--- src/design/ansi_sgr_colour_filter_core_assert.svh ---
// assertion macros shared by the colour filter rtl
// expects a clock named clk and a reset named rst in the including scope
`ifndef ANSI_SGR_COLOUR_FILTER_CORE_ASSERT_SVH
`define ANSI_SGR_COLOUR_FILTER_CORE_ASSERT_SVH

// checked only outside reset
`define ASGR_ASSERT(label, prop, msg) \
  label: assert property (@(posedge clk) disable iff (rst) prop) else $error(msg);

// checked at every edge, reset included
`define ASGR_ASSERT_ALWAYS(label, prop, msg) \
  label: assert property (@(posedge clk) prop) else $error(msg);

`endif

--- src/design/asgr_pkg.sv ---
// constants, parser state types and reset values for the sgr colour filter
// no dependencies
`default_nettype none

package asgr_pkg;

  localparam logic [7:0] ESC_BYTE   = 8'd27;
  localparam logic [7:0] CSI_OPEN   = 8'h5B;
  localparam logic [7:0] FINAL_LOW  = 8'h40;
  localparam logic [7:0] FINAL_HIGH = 8'h7E;
  localparam logic [7:0] SGR_FINAL  = 8'h6D;
  localparam logic [7:0] DIGIT_LOW  = 8'h30;
  localparam logic [7:0] DIGIT_HIGH = 8'h39;
  localparam logic [7:0] PARAM_SEP  = 8'h3B;

  localparam logic [9:0] CODE_FOREGROUND = 10'd38;
  localparam logic [9:0] CODE_TRUECOLOR  = 10'd2;

  // separator counts: first two params are codes, next three are channels
  localparam logic [2:0] PARAM_FIRST  = 3'd0;
  localparam logic [2:0] PARAM_SECOND = 3'd1;
  localparam logic [2:0] PARAM_RED    = 3'd2;
  localparam logic [2:0] PARAM_GREEN  = 3'd3;
  localparam logic [2:0] PARAM_BLUE   = 3'd4;
  localparam logic [2:0] PARAM_MAX    = 3'd5;

  localparam logic [23:0] RESET_COLOUR = 24'h6495ED;

  typedef enum logic [2:0] {
    MODE_NORMAL = 3'b001,
    MODE_ESC    = 3'b010,
    MODE_CSI    = 3'b100
  } mode_t;

  typedef struct packed {
    mode_t       mode;
    logic [9:0]  acc;
    logic [2:0]  count;
    logic        still_valid;
    logic [23:0] gather;
    logic [23:0] fg;
  } parse_state_t;

  localparam parse_state_t RESET_STATE = '{
    mode:        MODE_NORMAL,
    acc:         10'd0,
    count:       3'd0,
    still_valid: 1'b1,
    gather:      24'd0,
    fg:          RESET_COLOUR
  };

endpackage

`default_nettype wire

--- src/design/asgr_channels.sv ---
// valid/ready channel interfaces for text input and coloured character output
// uses no package
`default_nettype none

interface asgr_text_if;
  logic       valid;
  logic       ready;
  logic [7:0] text_byte;
  logic       end_of_text;

  modport source (output valid, output text_byte, output end_of_text, input ready);
  modport sink (input valid, input text_byte, input end_of_text, output ready);
endinterface

interface asgr_char_if;
  logic        valid;
  logic        ready;
  logic [7:0]  char_byte;
  logic [23:0] colour;

  modport source (output valid, output char_byte, output colour, input ready);
  modport sink (input valid, input char_byte, input colour, output ready);
endinterface

`default_nettype wire

--- src/design/ansi_sgr_colour_filter_core.sv ---
// top level of the sgr true-colour filter: input register, parser, result register
// depends on asgr_pkg, asgr_channels, asgr_parser and the assertion header
`default_nettype none

// Filters a text byte stream: escape sequences are stripped, every other byte
// leaves on char_out tagged with the current 24-bit foreground colour. A CSI
// sequence of the exact form 38;2;R;G;B ending in 'm' sets the foreground
// (low 8 bits of each channel); any other sequence is swallowed without effect.
// The foreground resets to 0x6495ED. Throughput is one item per cycle while
// char_out is not stalled: an accepted item sits in the input register while the
// parser works on it, and a passed byte then moves to the result register, which
// drives char_out. Bytes that produce no output (escape and sequence bytes) retire
// even while char_out is stalled; a printable byte waits in the input register
// only while the result register is full and not being taken.
module ansi_sgr_colour_filter_core (
  input wire logic    clk,
  input wire logic    rst,
  asgr_text_if.sink   text_in,
  asgr_char_if.source char_out
);

  `include "ansi_sgr_colour_filter_core_assert.svh"

  // input register
  logic       stage_v;
  logic [7:0] stage_byte;
  logic       stage_eot;

  // parser state
  asgr_pkg::parse_state_t st;
  asgr_pkg::parse_state_t st_next;
  logic                   emit;

  // result register
  logic        out_v;
  logic [7:0]  out_byte;
  logic [23:0] out_colour;

  logic out_free;
  logic stage_adv;

  asgr_parser u_parser (
    .cur         (st),
    .text_byte   (stage_byte),
    .end_of_text (stage_eot),
    .nxt         (st_next),
    .emit        (emit)
  );

  // a byte with no result never needs the output slot
  assign out_free      = !out_v || char_out.ready;
  assign stage_adv     = stage_v && (!emit || out_free);
  assign text_in.ready = !stage_v || stage_adv;

  assign char_out.valid     = out_v;
  assign char_out.char_byte = out_byte;
  assign char_out.colour    = out_colour;

  always_ff @(posedge clk) begin
    if (rst) begin
      stage_v <= 1'b0;
      out_v   <= 1'b0;
      st      <= asgr_pkg::RESET_STATE;
    end else begin
      if (text_in.ready) stage_v <= text_in.valid;
      if (stage_adv) st <= st_next;
      if (stage_adv && emit) begin
        out_v <= 1'b1;
      end else if (char_out.ready) begin
        out_v <= 1'b0;
      end
    end
  end

  // payload registers, no reset needed
  always_ff @(posedge clk) begin
    if (text_in.valid && text_in.ready) begin
      stage_byte <= text_in.text_byte;
      stage_eot  <= text_in.end_of_text;
    end
    if (stage_adv && emit) begin
      out_byte   <= stage_byte;
      out_colour <= st.fg;
    end
  end

  // state only moves when the staged item retires
  `ASGR_ASSERT(a_state_holds, !stage_adv |=> $stable(st), "parser state moved without an item")
  // a passed byte carries the colour in force when it was parsed
  `ASGR_ASSERT(a_emit_colour, stage_adv && emit |=> out_v && (out_colour == $past(st.fg)),
    "emitted item lost or wrong colour")
  // end of text always leaves the parser in normal mode
  `ASGR_ASSERT(a_eot_normal, stage_adv && stage_eot |=> st.mode == asgr_pkg::MODE_NORMAL,
    "parser not back to normal after end of text")
  // a stalled printable byte stays in the input register
  `ASGR_ASSERT(a_stall_holds, stage_v && emit && !out_free |=> stage_v && $stable(stage_byte),
    "stalled item dropped")
  `ASGR_ASSERT(a_count_range, st.count <= asgr_pkg::PARAM_MAX,
    "parameter count out of range")
  // reset leaves both registers empty
  `ASGR_ASSERT_ALWAYS(a_reset_empty, rst |=> !stage_v && !out_v,
    "registers not empty after reset")

endmodule

`default_nettype wire

--- src/design/asgr_parser.sv ---
// next-state logic of the escape sequence parser, one byte per evaluation
// depends on asgr_pkg
`default_nettype none

module asgr_parser (
  input  var asgr_pkg::parse_state_t cur,
  input  wire logic [7:0]            text_byte,
  input  wire logic                  end_of_text,
  output asgr_pkg::parse_state_t     nxt,
  output logic                       emit
);

  logic [3:0] digit;
  logic [9:0] acc_scaled;
  logic       is_final;
  logic       is_digit;

  assign digit      = 4'(text_byte - asgr_pkg::DIGIT_LOW);
  // acc * 10 + digit, wrapping modulo 1024
  assign acc_scaled = {cur.acc[6:0], 3'b000} + {cur.acc[8:0], 1'b0} + {6'd0, digit};
  assign is_final   = (text_byte >= asgr_pkg::FINAL_LOW) && (text_byte <= asgr_pkg::FINAL_HIGH);
  assign is_digit   = (text_byte >= asgr_pkg::DIGIT_LOW) && (text_byte <= asgr_pkg::DIGIT_HIGH);

  always_comb begin
    nxt  = cur;
    emit = 1'b0;
    unique case (cur.mode)
      asgr_pkg::MODE_ESC: begin
        if (text_byte == asgr_pkg::CSI_OPEN) begin
          nxt.mode        = asgr_pkg::MODE_CSI;
          nxt.acc         = 10'd0;
          nxt.count       = asgr_pkg::PARAM_FIRST;
          nxt.still_valid = 1'b1;
          nxt.gather      = 24'd0;
        end else begin
          nxt.mode = asgr_pkg::MODE_NORMAL;
        end
      end
      asgr_pkg::MODE_CSI: begin
        priority if (is_final) begin
          if ((text_byte == asgr_pkg::SGR_FINAL) && cur.still_valid &&
              (cur.count == asgr_pkg::PARAM_BLUE)) begin
            nxt.fg = {cur.gather[15:0], cur.acc[7:0]};
          end
          nxt.mode = asgr_pkg::MODE_NORMAL;
        end else if (is_digit) begin
          nxt.acc = acc_scaled;
          // more digits never lower the value, so drop the match early
          if ((cur.count == asgr_pkg::PARAM_FIRST) && (acc_scaled > asgr_pkg::CODE_FOREGROUND))
            nxt.still_valid = 1'b0;
          if ((cur.count == asgr_pkg::PARAM_SECOND) && (acc_scaled > asgr_pkg::CODE_TRUECOLOR))
            nxt.still_valid = 1'b0;
        end else if (text_byte == asgr_pkg::PARAM_SEP) begin
          priority if (cur.count == asgr_pkg::PARAM_FIRST) begin
            if (cur.acc != asgr_pkg::CODE_FOREGROUND) nxt.still_valid = 1'b0;
          end else if (cur.count == asgr_pkg::PARAM_SECOND) begin
            if (cur.acc != asgr_pkg::CODE_TRUECOLOR) nxt.still_valid = 1'b0;
          end else if ((cur.count == asgr_pkg::PARAM_RED) ||
                       (cur.count == asgr_pkg::PARAM_GREEN)) begin
            nxt.gather = {cur.gather[15:0], cur.acc[7:0]};
          end else begin
            nxt.still_valid = 1'b0;
          end
          nxt.acc = 10'd0;
          if (cur.count < asgr_pkg::PARAM_MAX) nxt.count = cur.count + 3'd1;
        end else begin
          nxt.still_valid = 1'b0;
        end
      end
      default: begin
        if (text_byte == asgr_pkg::ESC_BYTE) begin
          nxt.mode = asgr_pkg::MODE_ESC;
        end else begin
          emit = 1'b1;
        end
      end
    endcase
    if (end_of_text) nxt.mode = asgr_pkg::MODE_NORMAL;
  end

endmodule

`default_nettype wire

--- src/flat_wrapper.sv ---
// flat-port wrapper written by rule: the top's interface ports become plain ports
module ansi_sgr_colour_filter_core_flat 
  (clk, rst, text_in_valid, text_in_text_byte, text_in_end_of_text, text_in_ready, char_out_valid, char_out_char_byte, char_out_colour, char_out_ready);
  asgr_text_if text_in_i ();
  asgr_char_if char_out_i ();
  input wire logic clk;
  input wire logic rst;
  input wire logic [$bits(text_in_i.valid)-1:0] text_in_valid;
  input wire logic [$bits(text_in_i.text_byte)-1:0] text_in_text_byte;
  input wire logic [$bits(text_in_i.end_of_text)-1:0] text_in_end_of_text;
  output wire logic [$bits(text_in_i.ready)-1:0] text_in_ready;
  output wire logic [$bits(char_out_i.valid)-1:0] char_out_valid;
  output wire logic [$bits(char_out_i.char_byte)-1:0] char_out_char_byte;
  output wire logic [$bits(char_out_i.colour)-1:0] char_out_colour;
  input wire logic [$bits(char_out_i.ready)-1:0] char_out_ready;
  assign text_in_i.valid = text_in_valid;
  assign text_in_i.text_byte = text_in_text_byte;
  assign text_in_i.end_of_text = text_in_end_of_text;
  assign text_in_ready = text_in_i.ready;
  assign char_out_valid = char_out_i.valid;
  assign char_out_char_byte = char_out_i.char_byte;
  assign char_out_colour = char_out_i.colour;
  assign char_out_i.ready = char_out_ready;
  ansi_sgr_colour_filter_core u_core (.clk(clk), .rst(rst), .text_in(text_in_i), .char_out(char_out_i));
endmodule
--- config.mk ---
export PLATFORM = sky130hd
export DESIGN_NAME = ansi_sgr_colour_filter_core_flat
export DESIGN_NICKNAME = d
export VERILOG_FILES = /design/src/design/asgr_pkg.sv /design/src/design/asgr_channels.sv /design/src/design/ansi_sgr_colour_filter_core.sv /design/src/design/asgr_parser.sv /design/src/flat_wrapper.sv
export VERILOG_INCLUDE_DIRS = /design/src /design/src/design
export SDC_FILE = /design/constraint.sdc
export NUM_CORES = 1
export LEC_CHECK = 0
export BUFFER_PORTS_ARGS = -buffer_cell sky130_fd_sc_hd__buf_2
export CAP_MARGIN = 0
export CORE_MARGIN = 2
export CORE_UTILIZATION = 58
export CTS_CLUSTER_SIZE = 25
export DETAILED_ROUTE_END_ITERATION = 10
export PLACE_DENSITY = 0.79
export SETUP_SLACK_MARGIN = 0.05
export SYNTH_ARGS = -nofsm -noshare
export SYNTH_HDL_FRONTEND = slang
export SYNTH_SLANG_ARGS = --single-unit
--- constraint.sdc ---
create_clock -name clk -period 3.03 [get_ports clk]
set_input_delay 0.303 -clock clk [delete_from_list [all_inputs] [get_ports clk]]
set_output_delay 0.303 -clock clk [all_outputs]
set_load 0.02 [all_outputs]
==> qor.yml, run 1 <==
die:
  start_util: 0.591
  io_pins: 47
  fp-row-count: 32
  die_area_mm2: 0.00848
  die_h_um: 92.1
  die_w_um: 92.1
  fp.coreArea_mm2: 0.00761
placed_design:
  port_buffers: 46
  pre_cts_ws_ns: 0.184
  place_hpwl_um: 6170
  placed_area_mm2: 0.00482
  gp_congestion: 0.866
finish:
  final_nets: 496
  final_common_cell: "dfxtp_1"
  final_area_mm2: 0.00504
  layout_common_cells: "dfxtp_1, nor2_1, buf_2, edfxtp_1, a21oi_1"
  area_growth_pct: 12.0
  fin_util: 0.662
  antenna_cells: 0
  register_area_mm2: 0.00241
  multiInputGateArea_mm2: 0.00189
  nFillCells: 613
  drive_above_1_share: 0.173
global_routing:
  grt_start_max_net_pins: 61
  globalRouteTotalUtil: 0.220
  antenna_found_initial: 0
  grt_pass1_vias: 2964
  grt_pass1_wl_um: 14500
  overflow: 0
hold_path:
  hp-class: "input port to flop"
sta:
  final.setup_skew_ns: 0.0114
  layout_setup_ws_ns: 0.284
  max_freq_ghz: 0.364
  rsz0062_at_grt: "false"
  slew_viol_final: 0
  relSlewSlack: 0.263
  min_period_ns: 2.75
  tightest_slew_ns: 1.11
  final_hold_viol_count: 0
  fin_crit_sh: 0.906
  setup_viol_count_final: 0
  finalSetupTns_ns: 0
cts:
  clock-sinks: 100
  htree_num_levels: 3
  clk_path_buf_depth: 2
  cts_made_buffers: 9
  clk_latency_ns: 0.36
  tritoncts: "done"
  cts_setup_buffers: 0
  clockRootBuffer: "clkbuf_8"
  clkTransAtPathRegs_ns: 0.09
synth:
  yosys_register_bits: 100
  syn-num-nets: 453
  synth.distinct_cells: 59
  ys_seq_area_frac: 0.536
  ys_warn_count: 0
  synthArstFlopShare: 0
  synth_edf_count: 41
  synth-main-ff-cell: "dfxtp_1"
  netlist_instances: 419
  syn_avg_cell_area_um2: 10.7
  syn_area_mm2: 0.00450
critical_path:
  path_buf_inv: 1
  worstPathRequired_ns: 3.32
  crit_path_max_incr_delay_ns: 0.51
  worstPathMaxFanout: 6
  cp_common_cell: "fa_1"
  crit_chain: "inv_1, fa_1, fa_1, xor2_1, a311o_1, nor3_1, a2111oi_2, a31oi_1, mux2i_1"
  crit_path_top_delay_cell: "fa_1"
  cp-end-kind: "flop"
  critPathKind: "flop to flop"
  arrival_ns: 3.04
  crit_family: "adder cells"
  worstSetupStartpointType: "flop"
detailed_routing:
  vias: 3190
  viasPerCell: 5.61
  antenna_left: 0
  routed_wl_um: 8860
  drtIter0Drc: 143
  drt-wirelength-per-cell_um: 15.6
  drc_errors: 0
  firstDrtPassIters: 5
power_and_ir_drop:
  leakage_nw: 1.81
  power_density_mw_per_mm2: 487
  vdd_drop_max_mv: 0.250
run:
  drv_cap: 0
run_status:
  status: "completed"
-- where the power goes --
part / total, mW / internal [mW] / switching (mW)
clock network: 0.920 / 0.467 / 0.453
registers: 1.44 / 1.42 / 0.0142
logic: 0.0978 / 0.0305 / 0.0672
total: 2.45 / 1.92 / 0.535
-- cell families (layout without fill, tap and decap cells) --
group / Yosys count / count (layout) / share of synthesized area
flip-flops: 100 / 100 / 0.536
buffers and inverters: 48 / 96 / 0.0467
XOR/XNOR: 6 / 6 / 0.0117
adder cells (fa/ha/maj): 21 / 21 / 0.0618
AND/OR/NAND/NOR: 145 / 145 / 0.182
AO/OA/AOI/OAI: 79 / 79 / 0.117
multiplexers: 20 / 20 / 0.0445
-- worst paths after layout --
path / slack (ns) / depth (start not counted) / endpoint / start
max: 0.28 / 9 / u_core.st[48] / u_core.st[54]
min: 0.11 / 1 / u_core.stage_byte[0] / text_in_text_byte[0]
max reg2reg: 0.28 / 9 / u_core.st[48] / u_core.st[54]
min reg2reg: 0.44 / 0 / u_core.char_out.colour[5] / u_core.st[5]
-- flip-flops by register name, summed over array words and instances (netlist names) --
signal / flops
u_core.char_out.colour: 24
u_core.char_out.valid: 1
u_core.char_out.char_byte: 8
u_core.stage_v: 1
u_core.stage_byte: 8
u_core.stage_eot: 1
u_core.st: 57
-- what timing repair did --
| action | 4_1_cts | 5_1_grt |
|---|---|---|
| setup endpoints to repair | 0 | 1 |
| gates resized for setup | 0 | 3 |
| hold buffers | 0 | 0 |
-- routing by layer --
layer / up-vias / GRT usage / routed length, um
li1: 1582 / - / -
met1: 1507 / 0.289 / 3950
met2: 86 / 0.360 / 4300
met3: 15 / 0.0411 / 420
met4: 0 / 0.0883 / 187
met5: - / 0 / 0
-- cells in the mapped netlist, types with 3 or more instances --
| cell | instances | area, um^2 |
|---|---|---|
| a211o_1 | 13 | 114 |
| a21oi_1 | 39 | 195 |
| and3_1 | 3 | 18.8 |
| buf_2 | 3 | 15.0 |
| buf_4 | 3 | 22.5 |
| clkbuf_1 | 13 | 48.8 |
| dfxtp_1 | 59 | 1180 |
| edfxtp_1 | 41 | 1230 |
| ha_1 | 19 | 238 |
| inv_1 | 27 | 101 |
| mux2i_1 | 20 | 200 |
| nand2_1 | 9 | 33.8 |
| nand2b_1 | 24 | 150 |
| nand3_1 | 25 | 125 |
| nand4_1 | 3 | 18.8 |
| nor2_1 | 47 | 176 |
| nor2b_1 | 3 | 18.8 |
| nor3_1 | 6 | 30.0 |
| o21ai_0 | 7 | 35.0 |
| or3_1 | 4 | 25.0 |
| xnor2_1 | 4 | 35.0 |
-- worst register-to-register path: stages, from the launching register on --
cell and delay [ns]:
dfxtp_1 0.43, inv_1 0.10, fa_1 0.51, fa_1 0.47, xor2_1 0.19, a311o_1 0.32, nor3_1 0.17, a2111oi_2 0.06
a31oi_1 0.22, mux2i_1 0.20
-- metrics by stage --
step	instances	total power [mW]	hold WS, ns
after detailed placement	553	1.57	0.421
after CTS	569	2.47	0.0979
after global placement	553	1.56	0.416
final	569	2.45	0.113
after global routing	569	2.53	0.0911
after floorplan	419	1.53	0.402
-- layout make-up --
type / count / share of cell area
Sequential cell: 100 / 0.479
Multi-Input combinational cell: 271 / 0.374
Timing Repair Buffer: 53 / 0.0586
Clock buffer: 10 / 0.0253
Tap cell: 102 / 0.0253
Inverter: 27 / 0.0201
Clock inverter: 6 / 0.0174
Power figures use the tool's default switching activity.
==> inputs of run 2 (changes only) <==
--- a/config.mk
+++ b/config.mk
@@ -9,10 +9,10 @@
 export BUFFER_PORTS_ARGS = -buffer_cell sky130_fd_sc_hd__buf_2
 export CAP_MARGIN = 0
 export CORE_MARGIN = 2
-export CORE_UTILIZATION = 58
+export CORE_UTILIZATION = 55
 export CTS_CLUSTER_SIZE = 25
 export DETAILED_ROUTE_END_ITERATION = 10
-export PLACE_DENSITY = 0.79
+export PLACE_DENSITY = 0.75
 export SETUP_SLACK_MARGIN = 0.05
 export SYNTH_ARGS = -nofsm -noshare
 export SYNTH_HDL_FRONTEND = slang
==> run 2 against run 1 <==
Net effect: via count decreased by 0.13%; largest cell class unchanged; critical path depth stayed put; setup slack got worse by 0.081 ns; highest routed layer unchanged; clock power shrank 15%; clock skew fell by 0.0028 ns; worst hold slack gained 0.0011 ns; cell count fell by 0.18%; maximum frequency down 2.9%; sequential cell count unchanged.
==> qor.yml, run 2 (synthesis results as in run 1) <==
cts:
  clkTransAtPathRegs_ns: 0.10
  clk_latency_ns: 0.36
  clock-sinks: 100
  htree_num_levels: 3
  cts_made_buffers: 9
  cts_hold_buf: 0
  clk_path_buf_depth: 2
  clockRootBuffer: "clkbuf_8"
  tritoncts: "done"
critical_path:
  crit_chain: "inv_1, fa_1, fa_1, nand2b_1, a21oi_1, mux2i_1, a2111oi_1, a31oi_1, mux2i_1"
  critPathKind: "flop to flop"
  crit_path_max_incr_delay_ns: 0.53
  worstSetupStartpointType: "flop"
  worstPathMaxFanout: 5
  path_buf_inv: 1
  crit_path_top_delay_cell: "fa_1"
  cp-end-kind: "flop"
  r2r_slack_ns: 0.20
  crit_family: "adder cells"
  worstPathRequired_ns: 3.29
  arrival_ns: 3.08
sta:
  slew_viol_final: 0
  fin_crit_sh: 0.933
  rsz0062_at_grt: "false"
  finalSetupTns_ns: 0
  max_freq_ghz: 0.354
  relSlewSlack: 0.250
  final_hold_viol_count: 0
  min_period_ns: 2.83
  tightest_slew_ns: 1.12
  setup_viol_count_final: 0
  final.setup_skew_ns: 0.00867
finish:
  largest_reg_flops: 57
  multiInputGateArea_mm2: 0.00189
  top_register: "u_core.st"
  nFillCells: 671
  final_nets: 495
  drive_above_1_share: 0.170
  antenna_cells: 0
  final_common_cell: "dfxtp_1"
  register_area_mm2: 0.00241
  fin_util: 0.639
  layout_common_cells: "dfxtp_1, nor2_1, buf_2, edfxtp_1, a21oi_1"
  area_growth_pct: 11.0
die:
  fp-row-count: 32
  die_w_um: 94.4
  die_h_um: 94.4
  fp.coreArea_mm2: 0.00781
  die_area_mm2: 0.00892
  start_util: 0.576
  io_pins: 47
detailed_routing:
  drc_errors: 0
  vias: 3186
  viasPerCell: 5.61
  routed_wl_um: 8880
  drt-wirelength-per-cell_um: 15.6
  firstDrtPassIters: 5
  drtIter0Drc: 183
  antenna_left: 0
placed_design:
  place_hpwl_um: 6060
  port_buffers: 46
  gp_congestion: 0.919
run_status:
  status: "completed"
global_routing:
  grt_pass1_wl_um: 14900
  overflow: 0
  globalRouteTotalUtil: 0.216
  grt_pass1_vias: 3041
  antenna_found_initial: 0
  grt_start_max_net_pins: 61
run:
  drv_cap: 0
power_and_ir_drop:
  vdd_drop_max_mv: 0.247
  power_density_mw_per_mm2: 465
  leakage_nw: 1.78
hold_path:
  hp-class: "input port to flop"
==> run 2: cell count changes in the layout (fill, tap and decap cells not counted), sizes merged <==
cell      change
clkinvlp      +2
bufinv        -2
clkinv        -3
inv           +1
buf           -1
clkbuf        +2
==> run 2: power by group <==
group	internal (mW)	total (mW)	leakage, nW	switching [mW]
sequential	1.42	1.44	0.815	0.0145
clock	0.328	0.785	0.0836	0.457
combinational	0.0305	0.0983	0.878	0.0678
==> run 2: cell type report <==
| type | count | share of cell area |
|---|---|---|
| clock buffers | 12 | 0.0291 |
| clock inverters | 4 | 0.00652 |
| inverters | 27 | 0.0203 |
| multi-input cells | 271 | 0.378 |
| flip-flops and latches | 100 | 0.483 |
| well taps | 102 | 0.0256 |
| repair buffers | 52 | 0.0576 |
==> run 2: stage by stage <==
step                      area (um^2)  power, mW  hold slack (ns)  setup slack [ns]  std cells
after floorplan                  4500       1.53            0.402             0.417        419
after global placement           4810       1.56            0.416             0.298        552
after detailed placement         4810       1.57            0.415             0.192        552
after CTS                        4990       2.33            0.103             0.193        568
after global routing             4990       2.41           0.0937           0.00909        568
final                            4990       2.32            0.114             0.203        568
==> run 2: worst paths after layout <==
kind	startpoint	end	cells past startpoint
worst max-delay path	u_core.st[52]	u_core.st[48]	9
worst min-delay path	text_in_text_byte[5]	u_core.stage_byte[5]	1
worst max register to register	u_core.st[52]	u_core.st[48]	9
worst min register to register	u_core.st[13]	u_core.char_out.colour[13]	0
==> run 2: layer usage <==
metal  GRT usage  wire (um)
met1       0.297       4030
met2       0.346       4350
met4      0.0797        102
met3      0.0351        400
met5           0          0
==> run 2: timing repair <==
item                                    4_1_cts  5_1_grt
setup buffers                                 0        0
resized for setup                             0        3
endpoints found under the setup margin        0        1
